===== config.mk =====
export PLATFORM = sky130hd
export DESIGN_NAME = hqr_mul
export DESIGN_NICKNAME = d
export VERILOG_FILES = /design/src/sv/hqr_pkg.sv /design/src/sv/hqr_mul.sv
export SDC_FILE = /design/constraint.sdc
export NUM_CORES = 2
export LEC_CHECK = 0
export ABC_AREA = 1
export BUFFER_PORTS_ARGS = -buffer_cell sky130_fd_sc_hd__buf_2
export CELL_PAD_IN_SITES_DETAIL_PLACEMENT = 1
export CELL_PAD_IN_SITES_GLOBAL_PLACEMENT = 2
export CORE_UTILIZATION = 36
export DETAILED_ROUTE_END_ITERATION = 12
export PLACE_DENSITY_LB_ADDON = 0.1
export SLEW_MARGIN = 20
export SYNTH_ARGS = -nofsm -noshare
export SYNTH_HDL_FRONTEND = slang
export SYNTH_SLANG_ARGS = --single-unit

===== constraint.sdc =====
create_clock -name clock -period 7.4 [get_ports clock]
set_input_delay 0.37 -clock clock [delete_from_list [all_inputs] [get_ports clock]]
set_output_delay 0.37 -clock clock [all_outputs]
set_load 0.005 [all_outputs]

===== src/sv/hqr_pkg.sv =====
// shared types, codes and constants of the householder qr factoriser
package hqr_pkg;

   localparam int DATA_W  = 32;
   localparam int MUL_A_W = 33;
   localparam int NUM_W   = 34;
   localparam int RAD_W   = 64;
   localparam int ROOT_W  = 32;
   localparam int DIM_W   = 4;
   localparam int EPS_W   = 16;
   localparam int CSR_W   = 16;

   localparam logic [1:0] KIND_LOAD   = 2'd0;
   localparam logic [1:0] KIND_FACTOR = 2'd1;
   localparam logic [1:0] KIND_READ   = 2'd2;

   localparam logic [1:0] STATUS_READ  = 2'd0;
   localparam logic [1:0] STATUS_DONE  = 2'd1;
   localparam logic [1:0] STATUS_RANGE = 2'd2;

   localparam logic [1:0] REG_ROWS = 2'd0;
   localparam logic [1:0] REG_COLS = 2'd1;
   localparam logic [1:0] REG_EPS  = 2'd2;

   localparam logic SEL_Q   = 1'b0;
   localparam logic PHASE_R = 1'b0;
   localparam logic PHASE_Q = 1'b1;

   localparam logic [DATA_W-1:0] SAT_MAX = 32'h7FFF_FFFF;
   localparam logic [DATA_W-1:0] SAT_MIN = 32'h8000_0000;

   typedef enum logic [4:0] {
      ST_IDLE,
      ST_QINIT,
      ST_STEP,
      ST_NRM_RD,
      ST_NRM_MUL,
      ST_NRM_ACC,
      ST_SQ1,
      ST_SQ1_WAIT,
      ST_P_MUL,
      ST_P_ACC,
      ST_SQ2_WAIT,
      ST_RF_RD,
      ST_RF_DIV,
      ST_RF_WAIT,
      ST_OUTER,
      ST_DOT_RD,
      ST_DOT_MUL,
      ST_DOT_ACC,
      ST_UPD_RD,
      ST_UPD_WR,
      ST_DONE
   } state_type;

   function automatic logic [DATA_W-1:0] fx_mag(logic [DATA_W-1:0] x);
      return x[DATA_W-1] ? (~x + 1'b1) : x;
   endfunction

endpackage


===== src/sv/hqr_mul.sv =====
// shared signed multiplier with registered product
module hqr_mul import hqr_pkg::*; #(
   parameter int A_W = 33,
   parameter int B_W = 36
) (
   input  logic                     clock,
   input  logic signed [A_W-1:0]    a,
   input  logic signed [B_W-1:0]    b,
   output logic signed [A_W+B_W-1:0] prod
);

   logic signed [A_W+B_W-1:0] prod_ff;

   always_ff @(posedge clock) begin
      prod_ff <= a * b;
   end

   assign prod = prod_ff;

endmodule


Word level (Yosys, flattened, before mapping):

Cells that the tools add are included.

* add/subtract/negate cells: 0
* multipliers: 1
* divide/modulo/power cells: 0
* magnitude comparators: 0
* equal/unequal tests: 0
* shift operators: 0
* mux-type cells: 0
* bitwise operators: 0
* reduce and logical (&&, ||, !) cells: 0

Operator list (count)
* $mul A33 B36 Y69: 1

* flip-flop bits (word level): 69
* latch bits: 0
* bits in writable memories: 0
* ROM bits: 0
* bits of input ports: 70
* output and inout bits: 69
* word-level logic and storage cells: 2
* memories: 0

Depth between registers and ports, before layout:

* depth after elaboration: 1
* depth in mapped cells: 33
* depth with buffers taken out: 31

Worst setup path after synthesis:

Ideal clock, no wire load.

* kind: in2reg
* start: in a[1]
* end: reg prod_ff[68] (netlist: prod[68])
* library setup time: 0.112 ns
* arrival time: 7.071 ns
* required time: 7.288 ns
* slack: 0.217 ns
* stages on the path: 29
* buffers on the path: 2
* cell sequence: clkbuf_1 clkbuf_1 nand2_1 inv_1 fa_1 fa_1 fa_1 fa_1 inv_1 fa_1 inv_1 fa_1 inv_1 fa_1 fa_1 inv_1 ha_1 nand2_1 inv_1 nand2_1 inv_1 nand2_1 inv_1 a21oi_1 nand2_1 inv_1 nand2_1 nand2_1 nand2_1

* longest elaborated chain between the ends: 1

RTL lines
* from (decl): RTL line hqr_mul.sv:7 `input logic signed [A_W-1:0] a,`
* $mul A33 B36 Y69: RTL line hqr_mul.sv:15 `prod_ff <= a * b;`
* to (signal assigned): RTL line hqr_mul.sv:15
* to (decl): RTL line hqr_mul.sv:12 `logic signed [A_W+B_W-1:0] prod_ff;`

Every way passes these cells.

Worst setup path in the final report:

* start: in b[35]
* end: reg prod_ff[60] (netlist: prod[60])

* longest elaborated chain between the ends: 1

RTL lines
* from (decl): RTL line hqr_mul.sv:8 `input logic signed [B_W-1:0] b,`
* $mul A33 B36 Y69: RTL line hqr_mul.sv:15

Every way passes these cells.

==> reports/qor.yml <==
post-dp-hpwl_um: 145000
cp-end-kind: "flip-flop"
min_period_ns: 7.064
finalHoldViolCount: 0
holdCritPathClass: "primary input to flip-flop"
grt_pass1_wl_um: 257000
instances_no_fill: 7901
drt_iter0_markers: 1522
clk_pin_slew_ns: 0.07
place_congestion: 0.9050
synth_adder_area_share_pct: 59.24
coreArea_mm2: 0.1278
placed_area_mm2: 0.05216
synth-xor-area-share_pct: 0.8467
dieArea_mm2: 0.1307
dr.pass1.iters: 5
num_rows: 131
final_common_cell: "inv_1"
finalInstanceArea_mm2: 0.05247
vias_per_cell: 4.569
grt_overflow: 0
root_buffer: "clkbuf_16"
layout.nets: 7764
grt_max_degree: 37
avgSynthCellArea_um2: 7.787
start_util_pct: 36.41
cp.arrival_ns: 7.30
layout_common_cells: "2,061 x inv_1, 1,663 x nand2_1, 1,235 x fa_1"
synth-simple-area-share_pct: 16.92
setup_viol: 0
timing.fmax_ghz: 0.1416
synth-seq-cells: 69
largest_reg_flops: 69
max_slew_margin_pct: 55.68
netlist_area_mm2: 0.04655
die_w_um: 361.6
synth_cells: 5978
numCtsBuffers: 9
synth_top_family_by_area: "adder cells"
maxCapViolations: 0
io_buffer_count: 138
antenna_found_initial: 5
setup.worst_path.start_class: "primary input"
yosysTopAreaCellShare_pct: 53.24
cts_tree: "done"
drive_gt1_share_pct: 10.34
gr-usage-all-layers_pct: 25.88
hold_buffers: 0
critPathKind: "primary input to flip-flop"
drc_errors: 0
cts_num_sinks: 69
yosysTopAreaCell: "fa_1"
yosysUniqueCellTypes: 36
synthTopCellsByArea: "fa_1 53%, inv_1 17%, nand2_1 13%"
path_max_fanout: 12
htreeDepth: 3
ant_nets: 0
dp_cells: 7885
wire_per_inst_um: 20.20
clockBufferDepth: 2
vias: 36100
synth_compound_area_share_pct: 1.116
areaGrowthSynthToFinish_pct: 12.71
yosys-mux-area-fraction_pct: 0
required_ns: 7.64
syn_nets: 7509
ys_seq_area_share_pct: 2.968
drt_wl_total_um: 159600
dieHeight_um: 361.6
rsz0062_at_grt: "no"
slew_viol_final: 0
status: "complete, no violations"
grt_pass1_vias: 42430
worst_pin_slew_ns: 0.6648
num_io_pins: 139
final.setup.tns_ns: 0
fin_crit_sh_pct: 95.46
yosysWarnings: 0
[synth_stat cells, drive strengths merged]
cell type,instances
a21oi,61
or2,7
ha,223
and2,2
nand4,17
a21boi,1
clkbuf,274
nand3,77
o21bai,11
nor3,14
o21a,1
nor2,136
dfxtp,69
nand2,1703
nor4,2
nand2b,1
inv,2067
and3,1
nand3b,3
clkinv,3
xnor2,7
xor2,38
o21ai,21
buf,1
fa,1238
[final timing paths]
path	from	endpoint	slack, ns	depth (start not counted)
worst max-delay path	b[35]	prod[60]$_DFF_P_	0.34	27
worst min-delay path	b[0]	prod[0]$_DFF_P_	0.44	3
[area by class of cell]
type                    count  area (µm²)
well taps                1662        2079
multi-input cells        3564       36380
diodes                      1       2.502
repair buffers            519        4559
clock buffers              10       229.0
flip-flops and latches     69        1381
fillers                 15600       75380
inverters                2070        7770
clock inverters             6       63.81
[what timing repair did]
action	CTS	global route
setup endpoints to repair	0	6
setup buffers	0	0
gates resized for setup	0	7
[critical path, cell delays in order]
cell and delay (ns):
buf_2 0.14, buf_12 0.15, nand2_1 0.07, inv_1 0.13, fa_2 0.51, fa_1 0.60
fa_1 0.47, buf_12 0.18, fa_2 0.62, inv_1 0.08, buf_12 0.16, fa_1 0.48
inv_1 0.06, fa_1 0.51, fa_1 0.50, inv_1 0.05, fa_1 0.48, inv_1 0.05
ha_1 0.42, nand2_1 0.08, inv_1 0.11, buf_4 0.12, nand3_2 0.18, nor3_4 0.26
nand3_1 0.25, nand4_1 0.13, nand2_1 0.09
[per-stage QoR]
step | hold slack, ns | setup slack (ns) | util, %
floorplan | 0.6542 | 0.2170 | -
global placement | 0.7486 | -0.1253 | 40.79
detailed placement | 0.7463 | -0.1570 | 40.79
CTS | 0.4506 | 0.1804 | 41.02
global route | 0.4525 | 0.009641 | 41.04
finish | 0.4387 | 0.3357 | 41.04
[cell families (layout without fill, tap and decap cells)]
family	Yosys count	after routing
AOI/OAI and AO/OA	95	95
and+or+nand+nor	1963	1963
buffers and inverters	2345	2605
xor gates and xnor gates	45	45
DFF	69	69
other	0	1
adders and majority gates	1461	1461
[metal layers]
metal | up-vias | part of all wire, % | GRT usage, %
li1 | 16590 | - | -
met1 | 19000 | 45 | 34.57
met2 | 410 | 52 | 47.66
met3 | 99 | 1.8 | 0.7687
met4 | 0 | 1.4 | 3.382
met5 | - | 0 | 0
Power is not shown: default switching activity piles up to over one toggle a cycle in this logic, so the estimate is an artifact.
