$ cat config.mk
export PLATFORM = sky130hd
export DESIGN_NAME = hqr_isqrt
export DESIGN_NICKNAME = d
export VERILOG_FILES = /design/src/sv/hqr_pkg.sv /design/src/sv/hqr_isqrt.sv
export SDC_FILE = /design/constraint.sdc
export NUM_CORES = 1
export LEC_CHECK = 0
export ABC_AREA = 1
export ABC_CLOCK_PERIOD_IN_PS = 6900
export BUFFER_PORTS_ARGS = -buffer_cell sky130_fd_sc_hd__buf_4
export CORE_MARGIN = 3
export CORE_UTILIZATION = 35
export CTS_CLUSTER_SIZE = 30
export DETAILED_ROUTE_END_ITERATION = 10
export GPL_TIMING_DRIVEN = 0
export SLEW_MARGIN = 40
export SYNTH_ARGS = -nofsm -noshare
export SYNTH_HDL_FRONTEND = slang
export SYNTH_SLANG_ARGS = --single-unit
$ cat constraint.sdc
create_clock -name clock -period 6.9 [get_ports clock]
set_input_delay 2.07 -clock clock [delete_from_list [all_inputs] [get_ports clock]]
set_output_delay 2.07 -clock clock [all_outputs]
set_load 0.05 [all_outputs]
$ cat src/sv/hqr_pkg.sv
// shared types, codes and constants of the householder qr factoriser
package hqr_pkg;

   localparam int DATA_W  = 32;
   localparam int MUL_A_W = 33;
   localparam int NUM_W   = 34;
   localparam int RAD_W   = 64;
   localparam int ROOT_W  = 32;
   localparam int DIM_W   = 4;
   localparam int EPS_W   = 16;
   localparam int CSR_W   = 16;

   localparam logic [1:0] KIND_LOAD   = 2'd0;
   localparam logic [1:0] KIND_FACTOR = 2'd1;
   localparam logic [1:0] KIND_READ   = 2'd2;

   localparam logic [1:0] STATUS_READ  = 2'd0;
   localparam logic [1:0] STATUS_DONE  = 2'd1;
   localparam logic [1:0] STATUS_RANGE = 2'd2;

   localparam logic [1:0] REG_ROWS = 2'd0;
   localparam logic [1:0] REG_COLS = 2'd1;
   localparam logic [1:0] REG_EPS  = 2'd2;

   localparam logic SEL_Q   = 1'b0;
   localparam logic PHASE_R = 1'b0;
   localparam logic PHASE_Q = 1'b1;

   localparam logic [DATA_W-1:0] SAT_MAX = 32'h7FFF_FFFF;
   localparam logic [DATA_W-1:0] SAT_MIN = 32'h8000_0000;

   typedef enum logic [4:0] {
      ST_IDLE,
      ST_QINIT,
      ST_STEP,
      ST_NRM_RD,
      ST_NRM_MUL,
      ST_NRM_ACC,
      ST_SQ1,
      ST_SQ1_WAIT,
      ST_P_MUL,
      ST_P_ACC,
      ST_SQ2_WAIT,
      ST_RF_RD,
      ST_RF_DIV,
      ST_RF_WAIT,
      ST_OUTER,
      ST_DOT_RD,
      ST_DOT_MUL,
      ST_DOT_ACC,
      ST_UPD_RD,
      ST_UPD_WR,
      ST_DONE
   } state_type;

   function automatic logic [DATA_W-1:0] fx_mag(logic [DATA_W-1:0] x);
      return x[DATA_W-1] ? (~x + 1'b1) : x;
   endfunction

endpackage

$ cat src/sv/hqr_isqrt.sv
// iterative integer square root, two radicand bits per cycle
module hqr_isqrt import hqr_pkg::*; (
   input  logic              clock,
   input  logic              reset,
   input  logic              start,
   input  logic [RAD_W-1:0]  radicand,
   output logic              done,
   output logic [ROOT_W-1:0] root
);

   logic [RAD_W-1:0] x_ff, x_in;
   logic [RAD_W-1:0] res_ff, res_in;
   logic [RAD_W-1:0] bit_ff, bit_in;
   logic             run_ff, run_in;
   logic             done_ff, done_in;
   logic [RAD_W-1:0] trial;

   always_comb begin
      trial   = res_ff + bit_ff;
      x_in    = x_ff;
      res_in  = res_ff;
      bit_in  = bit_ff;
      run_in  = run_ff;
      done_in = 1'b0;
      if (start) begin
         x_in   = radicand;
         res_in = '0;
         bit_in = RAD_W'(1) << (RAD_W - 2);
         run_in = 1'b1;
      end else if (run_ff) begin
         if (x_ff >= trial) begin
            x_in   = x_ff - trial;
            res_in = (res_ff >> 1) + bit_ff;
         end else begin
            res_in = res_ff >> 1;
         end
         bit_in = bit_ff >> 2;
         if (bit_ff[0]) begin
            run_in  = 1'b0;
            done_in = 1'b1;
         end
      end
   end

   always_ff @(posedge clock) begin
      if (reset) begin
         run_ff  <= 1'b0;
         done_ff <= 1'b0;
      end else begin
         run_ff  <= run_in;
         done_ff <= done_in;
      end
      x_ff   <= x_in;
      res_ff <= res_in;
      bit_ff <= bit_in;
   end

   assign done = done_ff;
   assign root = res_ff[ROOT_W-1:0];

endmodule

### Word level (Yosys, flattened, before mapping)

Cells that the tools add are included.

* word-level logic and storage cells: 22
* register bits: 162
* output and inout port bits: 33
* input port bits: 67

* mux-type cells: 8
* order comparisons: 1
* bitwise gates (word level): 1
* reduce and logical (&&, ||, !) cells: 4
* $add $sub $neg: 3

Operators with widths (number)
* 64-bit two-way mux: 4
* 63-bit by 63-bit adder with 64-bit output: 1
* 64-bit by 63-bit adder with 64-bit output: 1
* 64-bit >= comparator: 1
* 64-bit subtractor: 1
* 1-bit two-way mux: 4
* 2-bit nonzero test: 2
* 3-bit OR reduction: 1
* 2-bit AND reduction: 1
* 1-bit NOT: 1

### Depth between registers and ports, before layout

* word-level depth: 5
* gate-level depth with buffers: 31
* mapped depth without buffers: 29

### Least setup slack after synthesis

No wires, ideal clock.

* path type: flip-flop to flip-flop
* from: reg res_ff[6]
* to: reg x_ff[0] (enable)
* required time: 6476 ps
* clock period less this slack: 4966 ps
* stages on the path, launching flop included: 26
* data arrival time: 4542 ps
* path buffers: 1
* path slack: 1934 ps
* setup time: 424 ps
* path through: dfxtp_1 ha_1 nand2_1 o21ai_0 inv_1 nand2_1 nand2_1 nand2_1 nand2_1 nand2_1 nand2_1 nand2_1 a21oi_1 xor2_1 ha_1 nand2_1 nor2_1 inv_2 nor2_2 nand2_1 nor3_2 nand2_2 nand2_4 nand2_2 buf_2 nand2_1

* cells in the longest elaborated chain, start to end: 4

RTL lines
* from (decl): RTL line hqr_isqrt.sv:12 `logic [RAD_W-1:0] res_ff, res_in;`
* from (signal assigned): RTL line hqr_isqrt.sv:54 `res_ff <= res_in;`
* 64-bit by 63-bit adder with 64-bit output: RTL line hqr_isqrt.sv:19 `trial = res_ff + bit_ff;`
* 64-bit >= comparator: RTL line hqr_isqrt.sv:31 `if (x_ff >= trial) begin`
* 2-bit nonzero test (no source line)
* 2-bit AND reduction (no source line)
* to (signal assigned): RTL line hqr_isqrt.sv:53 `x_ff <= x_in;`
* to (decl): RTL line hqr_isqrt.sv:11 `logic [RAD_W-1:0] x_ff, x_in;`

Every way passes these cells.
A chain may end at the register's enable or synchronous reset.

### Worst setup path in the final report

* from: reg res_ff[12]
* to: reg x_ff[0] (enable)

The elaborated chain is that of the path after synthesis.

==> impl_results.html <==
<table>
<tr><th>Metric</th><th>Value</th></tr>
<tr><th colspan="2">Status</th></tr>
<tr><td>Outcome</td><td>finished, final reports clean</td></tr>
<tr><th colspan="2">Synth</th></tr>
<tr><td>Ys async rst share</td><td>0</td></tr>
<tr><td>Combined area of all synthesized cells</td><td>20000 um^2</td></tr>
<tr><td>Synth Area per Inst</td><td>5.63 um^2</td></tr>
<tr><td>Top cells by area, synth</td><td>nand2_1 (23%), dfxtp_1 (9.8%), edfxtp_1 (9.6%)</td></tr>
<tr><td>Number of enable-type register cells in the synthesized netlist</td><td>64</td></tr>
<tr><td>Synthesis Warnings</td><td>0</td></tr>
<tr><td>Sequential-to-total area share from yosys stat</td><td>0.194</td></tr>
<tr><td>Number of library cell types mapped by synthesis</td><td>47</td></tr>
<tr><td>Prevailing post-synth register cell</td><td>dfxtp_1</td></tr>
<tr><td>Total nets after synthesis</td><td>3753</td></tr>
<tr><td>Number of synthesized register bits</td><td>162</td></tr>
<tr><td>Number of instances in the synthesized netlist</td><td>3555</td></tr>
<tr><td>Post-synth top area share</td><td>0.225</td></tr>
<tr><td>Cell accounting for the most synthesized area</td><td>nand2_1</td></tr>
<tr><th colspan="2">Detailed routing</th></tr>
<tr><td>Count of TritonRoute iterations in the first routing pass</td><td>5</td></tr>
<tr><td>Avg WL per Cell</td><td>19.2 um</td></tr>
<tr><td>Via density per instance</td><td>5.18</td></tr>
<tr><td>Remaining design rule violation count</td><td>0</td></tr>
<tr><td>Overall routed net length</td><td>85.4 mm</td></tr>
<tr><td>Number of routed nets with antenna violations</td><td>0</td></tr>
<tr><td>Number of vias in the routed layout</td><td>23000</td></tr>
<tr><td>Drt first-iter violations</td><td>1874</td></tr>
<tr><th colspan="2">Finish</th></tr>
<tr><td>Post-route cell area</td><td>22400 um^2</td></tr>
<tr><td>ANT cells</td><td>0</td></tr>
<tr><td>Footprint of the multi-input gates</td><td>13600 um^2</td></tr>
<tr><td>Layout Area Growth over Synthesis</td><td>11.7%</td></tr>
<tr><td>Nets</td><td>3874</td></tr>
<tr><td>Share of cells above drive strength 1</td><td>0.0689</td></tr>
<tr><td>Flip-flop and latch area</td><td>3880 um^2</td></tr>
<tr><td>Filler cell count in the final layout</td><td>6445</td></tr>
<tr><th colspan="2">Clock network</th></tr>
<tr><td>Maximum count of clock buffers along a single path</td><td>2</td></tr>
<tr><td>Resized cells post-CTS</td><td>0</td></tr>
<tr><td>Post-CTS Setup Inserts</td><td>0</td></tr>
<tr><td>Total CTS buffers</td><td>17</td></tr>
<tr><td>Number of H-tree levels</td><td>4</td></tr>
<tr><td>CTS root buf</td><td>clkbuf_16</td></tr>
<tr><td>Insertion delay of the later-clocked pin in the worst-skew pair</td><td>0.49 ns</td></tr>
<tr><td>Clock tree from TritonCTS</td><td>yes</td></tr>
<tr><td>Clock-pin slew of the registers on the worst-case setup and hold paths</td><td>0.08 ns</td></tr>
<tr><td>Sink Count</td><td>162</td></tr>
<tr><td>Hold buffer count at CTS</td><td>0</td></tr>
<tr><th colspan="2">Placed design</th></tr>
<tr><td>Hpwl dp</td><td>72.5 mm</td></tr>
<tr><td>Count of input and output buffers</td><td>99</td></tr>
<tr><td>Final weighted congestion in routability-driven placement</td><td>0.988</td></tr>
<tr><td>Area of placed instances</td><td>21800 um^2</td></tr>
<tr><th colspan="2">Floorplanning</th></tr>
<tr><td>Standard-cell row count</td><td>87</td></tr>
<tr><td>Die width</td><td>245 um</td></tr>
<tr><td>Initial standard-cell utilization of the core</td><td>0.354</td></tr>
<tr><td>I/O pins</td><td>100</td></tr>
<tr><td>Area of the die</td><td>60100 um^2</td></tr>
<tr><td>Die outline height</td><td>245 um</td></tr>
<tr><td>Core outline area</td><td>56500 um^2</td></tr>
<tr><th colspan="2">STA</th></tr>
<tr><td>Post-route minimum period</td><td>5.54 ns</td></tr>
<tr><td>Hold slack</td><td>0.502 ns</td></tr>
<tr><td>Transition at the pin with the smallest max-transition slack</td><td>0.886 ns</td></tr>
<tr><td>Peak Freq</td><td>181 MHz</td></tr>
<tr><td>Final Max Tran Viols</td><td>0</td></tr>
<tr><td>RSZ-0062 raised after global routing</td><td>false</td></tr>
<tr><td>Final hold viol count</td><td>0</td></tr>
<tr><td>Final setup violation count</td><td>0</td></tr>
<tr><td>Final clock period utilization by the worst path</td><td>0.803</td></tr>
<tr><td>Setup Skew</td><td>0.0250 ns</td></tr>
<tr><td>Max_slew headroom</td><td>0.409</td></tr>
<tr><th colspan="2">Global route</th></tr>
<tr><td>Total congestion overflow</td><td>0</td></tr>
<tr><td>Wire length of the first global-routing pass</td><td>126 mm</td></tr>
<tr><td>Largest net degree at the start of global routing</td><td>39</td></tr>
<tr><td>Number of antenna violations at the first check in global routing</td><td>0</td></tr>
<tr><td>Overall track demand over capacity in global routing</td><td>0.278</td></tr>
<tr><td>Vias in the first global route</td><td>21700</td></tr>
<tr><th colspan="2">Setup path</th></tr>
<tr><td>Critical path start-end classification</td><td>flop to flop</td></tr>
<tr><td>Worst Path Arrival</td><td>5.76 ns</td></tr>
<tr><td>Critical path endpoint category</td><td>flop</td></tr>
<tr><td>Startpoint kind of the worst setup timing path</td><td>flop</td></tr>
<tr><td>Maximum fanout count along the critical path</td><td>38</td></tr>
<tr><td>Data required time at the worst endpoint</td><td>7.12 ns</td></tr>
<tr><th colspan="2">Power and ir drop</th></tr>
<tr><td>Clock power share</td><td>0.117</td></tr>
<tr><td>Switching power total</td><td>4.80 mW</td></tr>
<tr><td>Internal power</td><td>3.89 mW</td></tr>
<tr><td>Pwr per Cell Area</td><td>388 nW/um^2</td></tr>
<tr><td>Worst supply voltage drop on vdd</td><td>0.190 mV</td></tr>
<tr><td>Net Sw Frac</td><td>0.552</td></tr>
<tr><td>P_leak</td><td>10.3 nW</td></tr>
<tr><td>Combinational power share</td><td>0.690</td></tr>
<tr><td>Portion of total power attributed to sequential cells</td><td>0.193</td></tr>
<tr><th colspan="2">Worst hold path</th></tr>
<tr><td>Worst Hold Class</td><td>flop to flop</td></tr>
<tr><th colspan="2">Flow run</th></tr>
<tr><td>Max Cap Viol</td><td>0</td></tr>
</table>
## layer usage
metal  vias to the layer above  global-route usage  routed length [um]  share of wire
li1                      11600                   -                   -              -
met1                     10500               0.357               37200           0.44
met2                       776               0.470               39500           0.46
met3                       155              0.0232                4470          0.052
met4                         0               0.130                4190          0.049
met5                         -                   0                   0              0
## cell usage after synthesis (9+ instances only)
| library cell | instances |
|---|---|
| clkbuf_1 | 40 |
| nand3b_1 | 31 |
| xnor2_1 | 54 |
| a21oi_1 | 228 |
| inv_1 | 485 |
| a31oi_1 | 13 |
| nor3_1 | 36 |
| o21ai_1 | 10 |
| nor2_1 | 435 |
| nand4_1 | 34 |
| buf_2 | 32 |
| buf_4 | 36 |
| ha_1 | 130 |
| or2_2 | 15 |
| dfxtp_1 | 98 |
| xor2_1 | 47 |
| edfxtp_1 | 64 |
| nand2_1 | 1201 |
| o21ai_0 | 163 |
| a21o_1 | 10 |
| o21bai_1 | 24 |
| nor4_1 | 9 |
| nand3_1 | 296 |
## cell type report
cell class / count / share of cell area
flip-flops and latches: 162 / 0.174
multi-input cells: 2784 / 0.610
clock buffers: 17 / 0.0190
plain buffers: 117 / 0.0297
inverters: 492 / 0.0826
repair buffers: 102 / 0.0354
clock inverters: 15 / 0.00750
well taps: 756 / 0.0423
## registers in the layout, summed over array words and instances, names as in the netlist
name	flops
res_ff	64
run_ff	1
done	1
bit_ff	32
x_ff	64
## cell usage in the layout (no fill, tap or decap), types with 31 or more instances in the layout
master	n
nand3b_1	31
buf_4	136
nand2_1	1200
ha_1	130
inv_1	485
clkbuf_1	38
dfxtp_1	98
buf_2	33
xor2_1	47
nor3_1	36
xnor2_1	54
a21oi_1	228
o21ai_0	163
nor2_1	435
edfxtp_1	64
nand4_1	34
nand3_1	296
## worst max-delay path: stages, from the launching register on
cell	delay (ns)
dfxtp_1	0.37
ha_1	0.39
nand2_1	0.11
inv_1	0.12
nand3_1	0.10
nor3_1	0.22
nor2_1	0.10
o21ai_1	0.37
nand2_1	0.14
nand2_1	0.22
nand2_1	0.08
nand2_1	0.07
xor2_1	0.45
ha_1	0.41
a21oi_1	0.22
o21ai_0	0.15
a21oi_1	0.25
nand2_1	0.12
a21oi_2	0.34
nand2_4	0.10
nand2_2	0.14
buf_2	0.28
nand2_4	0.08
buf_12	0.20
buf_12	0.19
## power by group through the flow
stage | registers [mW] | logic (mW) | clock network [mW]
4_1_cts | 1.66 | 5.87 | 1.02
3_5_place_dp | 1.69 | 5.84 | 0
3_3_place_gp | 1.69 | 5.82 | 0
2_1_floorplan | 1.55 | 4.20 | 0
6_report | 1.68 | 5.99 | 1.02
5_1_grt | 1.70 | 6.60 | 1.06
## metrics by stage
| step | TNS, ns | worst slack, ns | power (mW) | utilization | instances |
|---|---|---|---|---|---|
| 4_1_cts | 0 | 1.49 | 8.56 | 0.396 | 4445 |
| 2_1_floorplan | 0 | 1.93 | 5.75 | - | 3555 |
| 6_report | 0 | 1.36 | 8.69 | 0.396 | 4445 |
| 3_5_place_dp | 0 | 1.53 | 7.52 | 0.385 | 4413 |
| 3_3_place_gp | -28.18 | -0.449 | 7.51 | 0.384 | 4410 |
| 5_1_grt | 0 | 1.04 | 9.37 | 0.396 | 4445 |
## final timing paths
kind	slack [ns]	from	depth (start not counted)	end
hold reg to reg	0.50	res_ff[0]$_SDFFE_PP0P_	2	res_ff[0]$_SDFFE_PP0P_
hold / removal	0.50	res_ff[0]$_SDFFE_PP0P_	2	res_ff[0]$_SDFFE_PP0P_
setup / recovery	1.36	res_ff[12]$_SDFFE_PP0P_	24	x_ff[0]$_DFFE_PP_
setup reg to reg	1.36	res_ff[12]$_SDFFE_PP0P_	24	x_ff[0]$_DFFE_PP_
## logic make-up after synthesis
| kind of cell | Yosys count | share of synthesized area |
|---|---|---|
| AOI/OAI and AO/OA | 475 | 0.128 |
| and+or+nand+nor | 2077 | 0.427 |
| buffers and inverters | 609 | 0.125 |
| xor gates and xnor gates | 101 | 0.0442 |
| DFF | 162 | 0.194 |
| adders and majority gates | 131 | 0.0823 |
No activity file was read; power rests on OpenSTA's default activity.
