<file path="config.mk">
export PLATFORM = sky130hd
export DESIGN_NAME = hqr_fdiv
export DESIGN_NICKNAME = d
export VERILOG_FILES = /design/src/sv/hqr_pkg.sv /design/src/sv/hqr_fdiv.sv
export SDC_FILE = /design/constraint.sdc
export NUM_CORES = 1
export LEC_CHECK = 0
export ABC_CLOCK_PERIOD_IN_PS = 2600
export BUFFER_PORTS_ARGS = -buffer_cell sky130_fd_sc_hd__buf_2
export CAP_MARGIN = 20
export CORE_ASPECT_RATIO = 0.9
export CORE_UTILIZATION = 45
export CTS_CLUSTER_SIZE = 8
export DETAILED_ROUTE_END_ITERATION = 16
export PLACE_DENSITY_LB_ADDON = 0.3
export SLEW_MARGIN = 20
export SYNTH_ARGS = -nofsm -noshare
export SYNTH_HDL_FRONTEND = slang
export SYNTH_SLANG_ARGS = --single-unit
</file>
<file path="constraint.sdc">
create_clock -name clock -period 2.6 [get_ports clock]
set_input_delay 0 -clock clock [delete_from_list [all_inputs] [get_ports clock]]
set_output_delay 0 -clock clock [all_outputs]
set_load 0.1 [all_outputs]
</file>
<file path="src/sv/hqr_pkg.sv">
// shared types, codes and constants of the householder qr factoriser
package hqr_pkg;

   localparam int DATA_W  = 32;
   localparam int MUL_A_W = 33;
   localparam int NUM_W   = 34;
   localparam int RAD_W   = 64;
   localparam int ROOT_W  = 32;
   localparam int DIM_W   = 4;
   localparam int EPS_W   = 16;
   localparam int CSR_W   = 16;

   localparam logic [1:0] KIND_LOAD   = 2'd0;
   localparam logic [1:0] KIND_FACTOR = 2'd1;
   localparam logic [1:0] KIND_READ   = 2'd2;

   localparam logic [1:0] STATUS_READ  = 2'd0;
   localparam logic [1:0] STATUS_DONE  = 2'd1;
   localparam logic [1:0] STATUS_RANGE = 2'd2;

   localparam logic [1:0] REG_ROWS = 2'd0;
   localparam logic [1:0] REG_COLS = 2'd1;
   localparam logic [1:0] REG_EPS  = 2'd2;

   localparam logic SEL_Q   = 1'b0;
   localparam logic PHASE_R = 1'b0;
   localparam logic PHASE_Q = 1'b1;

   localparam logic [DATA_W-1:0] SAT_MAX = 32'h7FFF_FFFF;
   localparam logic [DATA_W-1:0] SAT_MIN = 32'h8000_0000;

   typedef enum logic [4:0] {
      ST_IDLE,
      ST_QINIT,
      ST_STEP,
      ST_NRM_RD,
      ST_NRM_MUL,
      ST_NRM_ACC,
      ST_SQ1,
      ST_SQ1_WAIT,
      ST_P_MUL,
      ST_P_ACC,
      ST_SQ2_WAIT,
      ST_RF_RD,
      ST_RF_DIV,
      ST_RF_WAIT,
      ST_OUTER,
      ST_DOT_RD,
      ST_DOT_MUL,
      ST_DOT_ACC,
      ST_UPD_RD,
      ST_UPD_WR,
      ST_DONE
   } state_type;

   function automatic logic [DATA_W-1:0] fx_mag(logic [DATA_W-1:0] x);
      return x[DATA_W-1] ? (~x + 1'b1) : x;
   endfunction

endpackage

</file>
<file path="src/sv/hqr_fdiv.sv">
// restoring fraction divider, one quotient bit per cycle, clamped to one
module hqr_fdiv import hqr_pkg::*; #(
   parameter int FRAC_BITS = 16
) (
   input  logic                 clock,
   input  logic                 reset,
   input  logic                 start,
   input  logic [NUM_W-1:0]     num,
   input  logic [NUM_W-1:0]     den,
   output logic                 done,
   output logic [FRAC_BITS:0]   quo
);

   localparam int CNT_W = $clog2(FRAC_BITS);

   logic [NUM_W-1:0]  rem_ff, rem_in;
   logic [NUM_W-1:0]  den_ff, den_in;
   logic [FRAC_BITS:0] q_ff, q_in;
   logic [CNT_W-1:0]  cnt_ff, cnt_in;
   logic              run_ff, run_in;
   logic              done_ff, done_in;
   logic [NUM_W:0]    shifted;

   always_comb begin
      shifted = {rem_ff, 1'b0};
      rem_in  = rem_ff;
      den_in  = den_ff;
      q_in    = q_ff;
      cnt_in  = cnt_ff;
      run_in  = run_ff;
      done_in = 1'b0;
      if (start) begin
         den_in = den;
         cnt_in = '0;
         if (num >= den) begin
            q_in    = (FRAC_BITS+1)'(1) << FRAC_BITS;
            done_in = 1'b1;
         end else begin
            rem_in = num;
            q_in   = '0;
            run_in = 1'b1;
         end
      end else if (run_ff) begin
         if (shifted >= {1'b0, den_ff}) begin
            rem_in = NUM_W'(shifted - {1'b0, den_ff});
            q_in   = {q_ff[FRAC_BITS-1:0], 1'b1};
         end else begin
            rem_in = shifted[NUM_W-1:0];
            q_in   = {q_ff[FRAC_BITS-1:0], 1'b0};
         end
         cnt_in = cnt_ff + 1'b1;
         if (cnt_ff == CNT_W'(FRAC_BITS - 1)) begin
            run_in  = 1'b0;
            done_in = 1'b1;
         end
      end
   end

   always_ff @(posedge clock) begin
      if (reset) begin
         run_ff  <= 1'b0;
         done_ff <= 1'b0;
      end else begin
         run_ff  <= run_in;
         done_ff <= done_in;
      end
      rem_ff <= rem_in;
      den_ff <= den_in;
      q_ff   <= q_in;
      cnt_ff <= cnt_in;
   end

   assign done = done_ff;
   assign quo  = q_ff;

endmodule

</file>
# [Word level (Yosys, flattened, before mapping)]
# Cells that the tools add are included.
[totals] elab_cells=30 mem_count=0 ram_bits=0 mem_bits_ro=0 inputBits=71 out_inout_bits=18 latch_bits=0 register_bits=91
[op_classes] mul=0 magnitude_cmp=2 eq_ne=2 n_bitwise=0 div_mod_pow=0 n_addsub=2 shifts=0 n_mux=16 reduce_logical=2
[op_table] cell="$mux W34" n=4
[op_table] cell="$mux W17" n=3
[op_table] cell="$ge A35 B34 Y1" n=1
[op_table] cell="$ge A34 B34 Y1" n=1
[op_table] cell="$sub A34 B34 Y34" n=1
[op_table] cell="$mux W1" n=9
[op_table] cell="$add A4 B1 Y4 const B" n=1
[op_table] cell="$eq A4 B4 Y1 const B" n=1
[op_table] cell="$ne A2 B2 Y1 const B" n=1
[op_table] cell="$reduce_and A2 Y1" n=1
[op_table] cell="$reduce_bool A2 Y1" n=1

# [Logic depth before layout (Yosys ltp)]
# Gate-level depths: netlist (run 1).
[logic_depth] word_depth=4 depth_mapped=12 ltp_nobuf=10

# [Worst setup path after synthesis (run 1)]
# OpenSTA, ideal clock, no wires.
[synth_path] path_kind="reg2reg" start="reg rem_ff[0]" end="reg rem_ff[26], data pin" arrival_ps=2396 synth_period_minus_slack_ps=2671 slack_ps=-71 stages_incl_launch_ff=10 setup_time_ps=275 n_path_buf=0 required_ps=2325 cell_sequence="edfxtp_1 fa_1 a21o_1 a221oi_4 o22ai_4 a2111oi_4 o21ai_1 a21oi_1 xor2_1 o221ai_1"
[synth_between] elab_chain_len=4 word_cells_on_any_way=5 classes_between="add/sub: 1; order compare: 1; mux: 3"
[synth_lines] item="from (decl)" line_no="hqr_fdiv.sv:16" text="logic [NUM_W-1:0] rem_ff, rem_in;"
[synth_lines] item="from (signal assigned)" line_no="hqr_fdiv.sv:67" text="rem_ff <= rem_in;"
[synth_lines] item="$sub A34 B34 Y34 / $ge A35 B34 Y1 (equally long branches)" line_no="hqr_fdiv.sv:45, hqr_fdiv.sv:44"
[synth_lines] item="$mux W34 (*)" line_no="hqr_fdiv.sv:44" text="if (shifted >= {1'b0, den_ff}) begin"
[synth_lines] item="$mux W34 (*)" line_no="hqr_fdiv.sv:43" text="end else if (run_ff) begin"
[synth_lines] item="$mux W34 (*)" line_no="hqr_fdiv.sv:32" text="if (start) begin"
[synth_lines] item="net rem_in[26]" line_no="hqr_fdiv.sv:16"
# The timed path passes the listed nets; every way through them passes the cells marked *. The select of a mux whose other input is x is not followed.
# A chain may end at the register's enable or synchronous reset.

# [Final worst setup path (run 1)]
[layout_path] start="reg rem_ff[3]" end="reg rem_ff[26], data pin"
# Same word-level chain as after synthesis.

==> summary.md, run 1 <==
| Metric | Value |
|---|---|
| Run status | complete, but fails checks |
| Failing checks | setup timing |
| Slew @ Worst Pin | 498.4 ps |
| CP dominant cell by count | buf_6 |
| CP required | 2700 ps |
| Reg clk slew, reported paths | 70 ps |
| Async set-reset flop share out of synthesis | 0% |
| P&R area growth vs syn | 46.80% |
| Routed len/inst | 17.92 µm |
| CP Capture Type | flop |
| Max Root-Sink Buffers | 2 |
| CP startpoint kind | flop |
| TritonCTS clock tree | yes |
| Max-slew violations | 0 |
| Max-Cap Viols | 0 |
| Prevailing post-synth register cell | edfxtp_1 |
| Slowest stage delay, CP | 410 ps |
| Antenna viol nets, final | 0 |
| Detailed Routing Iterations Pass 1 | 5 |
| Area post-placement | 8451 µm² |
| Nets@finish | 1134 |
| Row count | 42 |
| Worst path cell trace | ha_1 -> a21o_1 -> nand2b_1 -> o2111a_2 -> o21ai_4 -> a21oi_4 -> buf_6 -> o21a_4 -> o21ai_2 -> buf_6 -> o221ai_1 |
| Via count | 6715 |
| Sequential Power Share | 29.0% |
| Final Util | 68.19% |
| Sequential fraction of the synthesis area | 38.82% |
| RSZ-0062 raised after global routing | true |
| Synth area leader | edfxtp_1 |
| Int Pwr | 0.004082 W |
| Global-route wire length before repair | 32980 µm |
| Crit path DAT | 2940 ps |
| Cells after DPL | 1096 |
| Remaining routing DRC violations | 0 |
| Number of synthesized flops with an enable pin | 85 |
| Design area | 10110 µm² |
| GR Util All Layers | 26.87% |
| Clock power frac | 20.3% |
| Final min period | 2842 ps |
| Met3 GRT Util | 5.492% |
| Total grt overflow | 0 |
| Synth top area share | 37.08% |
| PortBufs | 88 |
| Detailed Place HPWL | 14690 µm |
| H-tree depth | 3 |
| Clk_lat worst skew | 370 ps |
| Post-route insts no fill | 1196 |
| Placer Congestion | 0.9664 |
| Hold Path Class | primary input to flop |
| PwrDens | 658.0 nW/µm² |
| Core Box Area | 14820 µm² |
| Synthesized flop and latch total | 91 |
| Skew final | 9.297 ps |
| Max FO, Critical Path | 6 |
| Syn nets | 854 |
| Vias in the first global route | 6668 |
| GRT busiest layer | met2 |
| Switch share | 38.61% |
| Endpoints failing hold | 0 |
| Synthesis warning total | 0 |
| Die Y | 119.3 µm |
| Register area | 2673 µm² |
| Endpoints failing setup | 34 |
| Area of the multi-input gates | 4253 µm² |
| CTS Root Cell | clkbuf_16 |
| Die area | 15800 µm² |
| Initial DRC count | 445 |
| Final WS setup | -242.5 ps |
| Grt met2 use | 43.75% |
| Static Leakage | 4.550 nW |
| Logic pwr share | 50.7% |
| Initial core utilization | 46.45% |
| Total CTS buffers | 9 |
| TNS Setup | -5137 ps |
| Synth Instances | 713 |
| Worst rel slew slack | 67.00% |
| Fillcell total | 1124 |
| Slowest-stage cell, CP | edfxtp_1 |
| Top cells by area, synth | edfxtp_1 (37%), ha_1 (13%), inv_1 (4.1%), a21o_1 (3.4%), a21oi_1 (3.3%) |
| Grt met1 use | 34.94% |
| I/O Pins | 89 |
| Initial antenna violation count | 0 |
| ANT cells | 0 |
| Total detailed-routing wirelength | 21430 µm |
| Tcrit/Tclk final | 109.3% |
| F_max | 0.3518 GHz |
| Mapped Area | 6884 µm² |
| VDD IR max | 0.4577 mV |
| Pre-CTS setup slack | -524.4 ps |
| Fraction of layout cells with a size suffix above 1 | 36.07% |
| Post-synth cell types | 73 |
| Die width | 132.4 µm |
| Sw Pwr | 0.002568 W |
| Clock sinks | 91 |
| Largest net degree at the start of global routing | 85 |
| Avg Cell Area, Syn | 9.655 µm² |
| Crit path kind | flop to flop |
| Via density per instance | 5.615 |
==> flip-flops by register name (all words and copies together) (netlist names) <==
| name | cells |
|---|---|
| den_ff | 34 |
| rem_ff | 34 |
| quo | 17 |
| cnt_ff | 4 |
| done | 1 |
| run_ff | 1 |
==> metal layers <==
layer	wire, µm	share of wire (%)
met1	9312	43
met2	10060	47
met3	1397	6.5
met4	668	3.1
met5	0	0
==> kinds of logic (layout without fill, tap and decap cells) <==
logic type	Yosys count	count (layout)	synth area share, %
AOI/OAI and AO/OA	221	223	23.23
and+or+nand+nor	190	190	14.38
buffers and inverters	108	391	6.525
DFF	91	91	38.82
adders and majority gates	70	70	12.83
xor gates and xnor gates	32	32	4.071
muxes	1	1	0.1454
==> power groups by stage <==
stage                     Clock [W]  Sequential (W)  Combinational [W]
after floorplan                   0         0.00212            0.00150
after global placement            0         0.00194            0.00269
after detailed placement          0         0.00194            0.00274
after CTS                   0.00137         0.00192            0.00303
after global routing        0.00142         0.00195            0.00361
final                       0.00135         0.00193            0.00337
==> worst max-delay path, delay by kind of cell (launching register included) <==
kind,cells,cell delay (ps)
DFF,1,410
buffers and inverters,2,310
adders and majority gates,1,330
and+or+nand+nor,1,170
AOI/OAI and AO/OA,7,1340
==> placed cells by master (no fill, tap or decap), types with 9 or more instances in the layout <==
master,synthesis,layout
inv_1,75,74
o21ai_2,1,12
buf_2,14,88
nand3_1,28,28
nand4_1,17,17
xor2_1,11,11
a31oi_1,24,23
buf_4,3,138
ha_4,0,12
nand2_1,35,33
clkbuf_16,0,12
xnor2_1,21,20
a21oi_1,45,38
o21ai_0,36,18
nor2_1,43,39
dlygate4sd3_1,0,47
edfxtp_1,85,85
nor2b_1,18,18
o21ai_1,8,14
a21oi_2,3,9
buf_6,2,16
ha_1,69,57
a21o_1,31,30
==> final timing paths <==
kind	startpoint	end	slack (ps)	cells after the start
worst max-delay path	rem_ff[3]$_DFFE_PP_	rem_ff[26]$_DFFE_PP_	-240	11
worst min-delay path	num[13]	rem_ff[13]$_DFFE_PP_	7	3
worst max register to register	rem_ff[3]$_DFFE_PP_	rem_ff[26]$_DFFE_PP_	-240	11
worst min register to register	cnt_ff[1]$_SDFFE_PP0P_	cnt_ff[1]$_SDFFE_PP0P_	550	2
==> Yosys cell counts (4+ instances only) <==
cell type,number
a21oi_1,45
xor2_1,11
a31oi_1,24
xnor2_1,21
dfxtp_1,6
edfxtp_1,85
o31ai_1,5
o21bai_1,6
and2_1,8
buf_2,14
a41oi_1,7
nor2b_1,18
nor3_1,9
nor2_1,43
o21a_1,5
a211oi_1,5
o21ai_0,36
nand2_1,35
clkbuf_1,14
nand2b_1,6
nand4_1,17
o211ai_1,8
and3_1,8
and4_1,4
a21o_1,31
ha_1,69
o311ai_1,4
inv_1,75
nand3_1,28
o21ai_1,8
==> repair_timing <==
| item | in CTS | in global routing |
|---|---|---|
| setup endpoints to repair | 34 | 65 |
| hold buffers | 47 | 0 |
| pin swaps | 32 | 34 |
| endpoints found under the hold margin | 48 | 0 |
| gates resized for setup | 58 | 58 |
| cloned | 2 | 3 |
| setup buffers | 17 | 15 |
==> stage by stage <==
| stage | power [W] | hold slack (ps) |
|---|---|---|
| floorplan | 0.003619 | 79.31 |
| global placement | 0.004621 | 180.0 |
| detailed placement | 0.004677 | 185.6 |
| CTS | 0.006320 | 1.781 |
| global route | 0.006977 | 13.71 |
| finish | 0.006650 | 7.322 |
==> final cells by class <==
| class | count | share of cell area [%] |
|---|---|---|
| repair buffers | 300 | 23.33 |
| well taps | 198 | 2.451 |
| multi-input cells | 516 | 42.08 |
| flip-flops and latches | 91 | 26.45 |
| inverters | 75 | 2.786 |
| clock inverters | 7 | 0.6809 |
| clock buffers | 9 | 2.229 |
Power figures use the tool's default switching activity.
==> inputs of run 2 (changes only) <==
--- a/config.mk
+++ b/config.mk
@@ -9,7 +9,7 @@
 export BUFFER_PORTS_ARGS = -buffer_cell sky130_fd_sc_hd__buf_2
 export CAP_MARGIN = 20
 export CORE_ASPECT_RATIO = 0.9
-export CORE_UTILIZATION = 45
+export CORE_UTILIZATION = 47
 export CTS_CLUSTER_SIZE = 8
 export DETAILED_ROUTE_END_ITERATION = 16
 export PLACE_DENSITY_LB_ADDON = 0.3
==> run 2 against run 1 <==
Against the previous run: the run still ends with setup timing left; routed wire length increased by 9.7%; final cell count is 0.50% lower; design area up 3.0%; power rose by 2.9%; sequential share of layout area fell by 0.78 points; global-route usage rose by 3.4 points; combinational power grew 5%.
==> summary.md, run 2 (synthesis results as in run 1) <==
| Metric | Value |
|---|---|
| TritonCTS clock tree | yes |
| Critical Path Source | rem_ff[0]$_DFFE_PP_ |
| Die Y | 116.8 µm |
| Hold Path Class | primary input to flop |
| Clk_lat worst skew | 370 ps |
| Max Root-Sink Buffers | 2 |
| Die width | 129.6 µm |
| Failing checks | setup timing |
| Antenna viol nets, final | 0 |
| Detailed Routing Iterations Pass 1 | 9 |
| HP Start | num[1] |
| Initial core utilization | 48.62% |
| Total CTS buffers | 9 |
| Detailed Place HPWL | 15120 µm |
| Via count | 7041 |
| Slew @ Worst Pin | 747.0 ps |
| Global-route wire length before repair | 34730 µm |
| Endpoints failing hold | 0 |
| Static Leakage | 4.600 nW |
| Final min period | 2892 ps |
| Worst path cell trace | fa_2 -> a21o_1 -> a221oi_4 -> o22ai_4 -> a2111oi_4 -> buf_4 -> o41ai_4 -> xor2_1 -> o21ai_1 -> a2bb2oi_1 |
| Remaining routing DRC violations | 0 |
| CP top delay family | compound AO/OA/AOI/OAI gates |
| CP required | 2710 ps |
| Final Util | 73.54% |
| Slowest-stage cell, CP | edfxtp_1 |
| Commonest non-fill, non-tap cell in the layout | buf_4 |
| PwrDens | 656.9 nW/µm² |
| F_max | 0.3458 GHz |
| PortBufs | 88 |
| Commonest cells after routing, fill and taps aside | buf_4 (145), edfxtp_1 (85), buf_2 (83) |
| Initial antenna violation count | 0 |
| CP bufs+invs | 1 |
| CP Capture Type | flop |
| Initial DRC count | 652 |
| Crit path kind | flop to flop |
| GR Util All Layers | 30.30% |
| Placer Congestion | 0.9006 |
| Nets@finish | 1133 |
| Slowest stage delay, CP | 420 ps |
| Final WS setup | -292.0 ps |
| H-tree depth | 3 |
| Largest net degree at the start of global routing | 85 |
| Run status | complete, but fails checks |
| Row count | 41 |
| Via density per instance | 5.917 |
| Worst rel slew slack | 50.14% |
| P&R area growth vs syn | 51.25% |
| VDD IR max | 0.5576 mV |
| Total detailed-routing wirelength | 23520 µm |
| CP startpoint kind | flop |
| Max-slew violations | 0 |
| Fraction of layout cells with a size suffix above 1 | 41.62% |
| Pre-CTS setup slack | -478.2 ps |
| CTS Root Cell | clkbuf_16 |
| Vias in the first global route | 6769 |
| Skew final | 19.01 ps |
| ANT cells | 0 |
| Worst r2r src | rem_ff[0]$_DFFE_PP_ |
| Crit path DAT | 3000 ps |
| Core Box Area | 14160 µm² |
| Die area | 15140 µm² |
| R2R Setup Slk | -290 ps |
| I/O Pins | 89 |
| Endpoints failing setup | 34 |
| Clock sinks | 91 |
| Reg clk slew, reported paths | 70 ps |
| Total grt overflow | 0 |
| Hold WS | 10.46 ps |
| Max-Cap Viols | 0 |
| RSZ-0062 raised after global routing | true |
| Routed len/inst | 19.76 µm |
| Tcrit/Tclk final | 111.2% |
| Max FO, Critical Path | 3 |
-- run 2: per-stage QoR --
stage / cells / area [µm²] / total power [W] / setup TNS [ps]
floorplan: 713 / 6888 / 0.003619 / -25.16
global placement: 1098 / 8509 / 0.004661 / -9658
detailed placement: 1098 / 8509 / 0.004722 / -12560
CTS: 1183 / 9947 / 0.006478 / -3574
global route: 1190 / 10410 / 0.007128 / -9895
finish: 1190 / 10410 / 0.006840 / -6826
-- run 2: cell type report --
class,instances,area [µm²]
clock buffer,9,225.2
clock inverter,7,77.57
inverter,75,281.5
tap,193,241.5
sequential,91,2673
timing repair buffer,298,2335
fill,975,3746
multi-input combinational,517,4579
-- run 2: worst paths after layout --
check	endpoint	depth (start not counted)
max	rem_ff[30]$_DFFE_PP_	10
min	rem_ff[1]$_DFFE_PP_	3
max reg2reg	rem_ff[30]$_DFFE_PP_	10
min reg2reg	cnt_ff[1]$_SDFFE_PP0P_	2
-- run 2: power by group --
part           switching, W  internal [W]
combinational       0.00190       0.00164
clock              0.000678      0.000681
sequential         0.000111       0.00183
-- run 2: routing by layer --
metal	global-route usage (%)	wire, µm
met4	10.08	722
met2	50.34	11200
met3	6.182	1433
met5	0	0
met1	39.65	10160
-- run 2: repair_timing --
action	CTS	global route
gates cloned	3	2
hold buffers	44	1
pin swaps	60	40
resized for setup	99	78
endpoints found under the setup margin	35	69
setup buffers	23	12
endpoints found under the hold margin	45	1
-- run 2: worst register-to-register path: stages (launching register included) --
cell,delay (ps)
edfxtp_1,420
fa_2,390
a21o_1,210
a221oi_4,350
o22ai_4,170
a2111oi_4,420
buf_4,200
o41ai_4,70
xor2_1,160
o21ai_1,140
a2bb2oi_1,100
==> inputs of run 3 (changes only) <==
--- a/config.mk
+++ b/config.mk
@@ -6,7 +6,7 @@
 export NUM_CORES = 1
 export LEC_CHECK = 0
 export ABC_CLOCK_PERIOD_IN_PS = 2600
-export BUFFER_PORTS_ARGS = -buffer_cell sky130_fd_sc_hd__buf_2
+export BUFFER_PORTS_ARGS = -buffer_cell sky130_fd_sc_hd__buf_4
 export CAP_MARGIN = 20
 export CORE_ASPECT_RATIO = 0.9
 export CORE_UTILIZATION = 47
==> run 3 against run 2 <==
Against the previous run: the flow still finishes with violations (setup timing); final cell count decreased by 0.50%; clock power increased by 4%; global-route usage increased by 2.0 points; critical path depth increased by 1; utilization increased by 1.2 points; power increased by 2.8%; sequential power about the same; routed wire length increased by 9.9%; fmax decreased by 2.6%; sequential share of layout area decreased by 0.41 points; combinational power increased by 4%; critical endpoint is now rem_ff[15]$_DFFE_PP_; largest power group unchanged; highest routed layer unchanged.
==> summary.md, run 3 (synthesis results as in run 1) <==
| Metric | Value |
|---|---|
| Run status | complete, but fails checks |
| Failing checks | setup timing |
| Max-slew violations | 0 |
| Final Util | 74.73% |
| Logic pwr share | 52.3% |
| Core Box Area | 14160 µm² |
| Row count | 41 |
| Initial DRC count | 697 |
| P&R area growth vs syn | 53.71% |
| Via density per instance | 6.105 |
| Final WS setup | -368.6 ps |
| Nets@finish | 1127 |
| Antenna viol nets, final | 0 |
| Post-route insts no fill | 1184 |
| Sequential Power Share | 27.7% |
| Fraction of layout cells with a size suffix above 1 | 38.95% |
| Slew @ Worst Pin | 633.8 ps |
| PwrDens | 664.4 nW/µm² |
| CP required | 2800 ps |
| Met3 GRT Util | 6.136% |
| Tcrit/Tclk final | 114.2% |
| Sw Pwr | 0.002788 W |
| RSZ-0062 raised after global routing | true |
| Cells after DPL | 1080 |
| I/O Pins | 89 |
| Crit path DAT | 3170 ps |
| Die area | 15140 µm² |
| TritonCTS clock tree | yes |
| Total grt overflow | 0 |
| TNS Setup | -10940 ps |
| Clock sinks | 91 |
| Max Root-Sink Buffers | 2 |
| Total CTS buffers | 9 |
| Vias in the first global route | 7041 |
| Clk_lat worst skew | 370 ps |
| Clock power frac | 20.0% |
| Die Y | 116.8 µm |
| Crit path kind | flop to flop |
| F_max | 0.3369 GHz |
| VDD IR max | 0.5601 mV |
| CP startpoint kind | flop |
| Slowest stage delay, CP | 450 ps |
| PortBufs | 88 |
| CP bufs+invs | 2 |
| Initial antenna violation count | 0 |
| Endpoints failing setup | 35 |
| Worst rel slew slack | 57.75% |
| Switch share | 39.65% |
| Commonest cells after routing, fill and taps aside | buf_4 (215), edfxtp_1 (85), inv_1 (72) |
| Endpoints failing hold | 0 |
| Remaining routing DRC violations | 0 |
| H-tree depth | 3 |
| Commonest non-fill, non-tap cell in the layout | buf_4 |
| Placer Congestion | 0.9396 |
| Detailed Place HPWL | 15340 µm |
| Reg clk slew, reported paths | 70 ps |
| Total detailed-routing wirelength | 25850 µm |
| GRT busiest layer | met2 |
| Global-route wire length before repair | 36740 µm |
| CP top delay family | compound AO/OA/AOI/OAI gates |
| Detailed Routing Iterations Pass 1 | 6 |
| CP Capture Type | flop |
| Initial core utilization | 48.62% |
| Die width | 129.6 µm |
| Fillcell total | 883 |
| Routed len/inst | 21.83 µm |
| GR Util All Layers | 32.34% |
| CTS Root Cell | clkbuf_16 |
| Max-Cap Viols | 0 |
| Grt met2 use | 54.58% |
| Largest net degree at the start of global routing | 37 |
| Grt met1 use | 40.32% |
| Int Pwr | 0.004243 W |
| Hold Path Class | primary input to flop |
| Worst path cell trace | ha_4 -> nand4_1 -> nor4_4 -> o2111a_2 -> o21ai_4 -> a21oi_4 -> buf_6 -> o21a_4 -> buf_12 -> o21ai_2 -> a31oi_1 |
| Slowest-stage cell, CP | edfxtp_1 |
| Static Leakage | 4.636 nW |
| Skew final | 8.662 ps |
| Via count | 7228 |
| Max FO, Critical Path | 8 |
| ANT cells | 0 |
| Final min period | 2969 ps |
## run 3: metal layers
metal  up-vias  share of wire (%)
li1       3205                  -
met1      3523                 38
met2       422                 49
met3        78                8.8
met4         0                3.8
met5         -                  0
## run 3: area by class of cell
class                      instances  area [µm²]  area share, %
timing repair buffer             292        2540          24.00
clock buffer                      11       254.0          2.400
tap                              193       241.5          2.282
clock inverter                     5       48.80         0.4612
inverter                          75       281.5          2.661
multi-input combinational        517        4543          42.93
sequential                        91        2673          25.26
## run 3: through the flow
step                area, µm²  power, W  worst slack [ps]  hold slack, ps
floorplan                6888  0.003619            -25.16           79.31
global placement         8582  0.004632            -370.7           177.4
detailed placement       8582  0.004700            -511.0           178.5
CTS                      9987  0.006469            -229.6           1.005
global route            10580  0.007280            -416.1           16.53
finish                  10580  0.007030            -368.6           16.63
## run 3: power by group through the flow
stage / Clock [W] / Combinational [W] / Sequential, W
after floorplan: 0 / 0.00150 / 0.00212
after global placement: 0 / 0.00269 / 0.00194
after detailed placement: 0 / 0.00275 / 0.00195
after CTS: 0.00139 / 0.00315 / 0.00193
after global routing: 0.00146 / 0.00387 / 0.00196
final: 0.00141 / 0.00368 / 0.00194
## run 3: timing repair
item                       4_1_cts  5_1_grt
setup endpoints to repair       35       69
hold buffers                    50        0
pin swaps                       55       64
hold endpoints to repair        51        0
buffers inserted                13       20
gates cloned                     4        2
gates resized for setup         96       71
## run 3: tightest hold or removal path, cell delays in order
cell	delay (ps)
buf_4	90
nor2_1	30
a31oi_1	140
## run 3: path summary, 6_finish.rpt
kind | startpoint | cells after the start | to | slack [ps]
max reg2reg | rem_ff[16]$_DFFE_PP_ | 11 | rem_ff[15]$_DFFE_PP_ | -370
max | rem_ff[16]$_DFFE_PP_ | 11 | rem_ff[15]$_DFFE_PP_ | -370
min reg2reg | cnt_ff[0]$_SDFFE_PP0P_ | 2 | cnt_ff[0]$_SDFFE_PP0P_ | 560
min | num[4] | 3 | rem_ff[4]$_DFFE_PP_ | 20
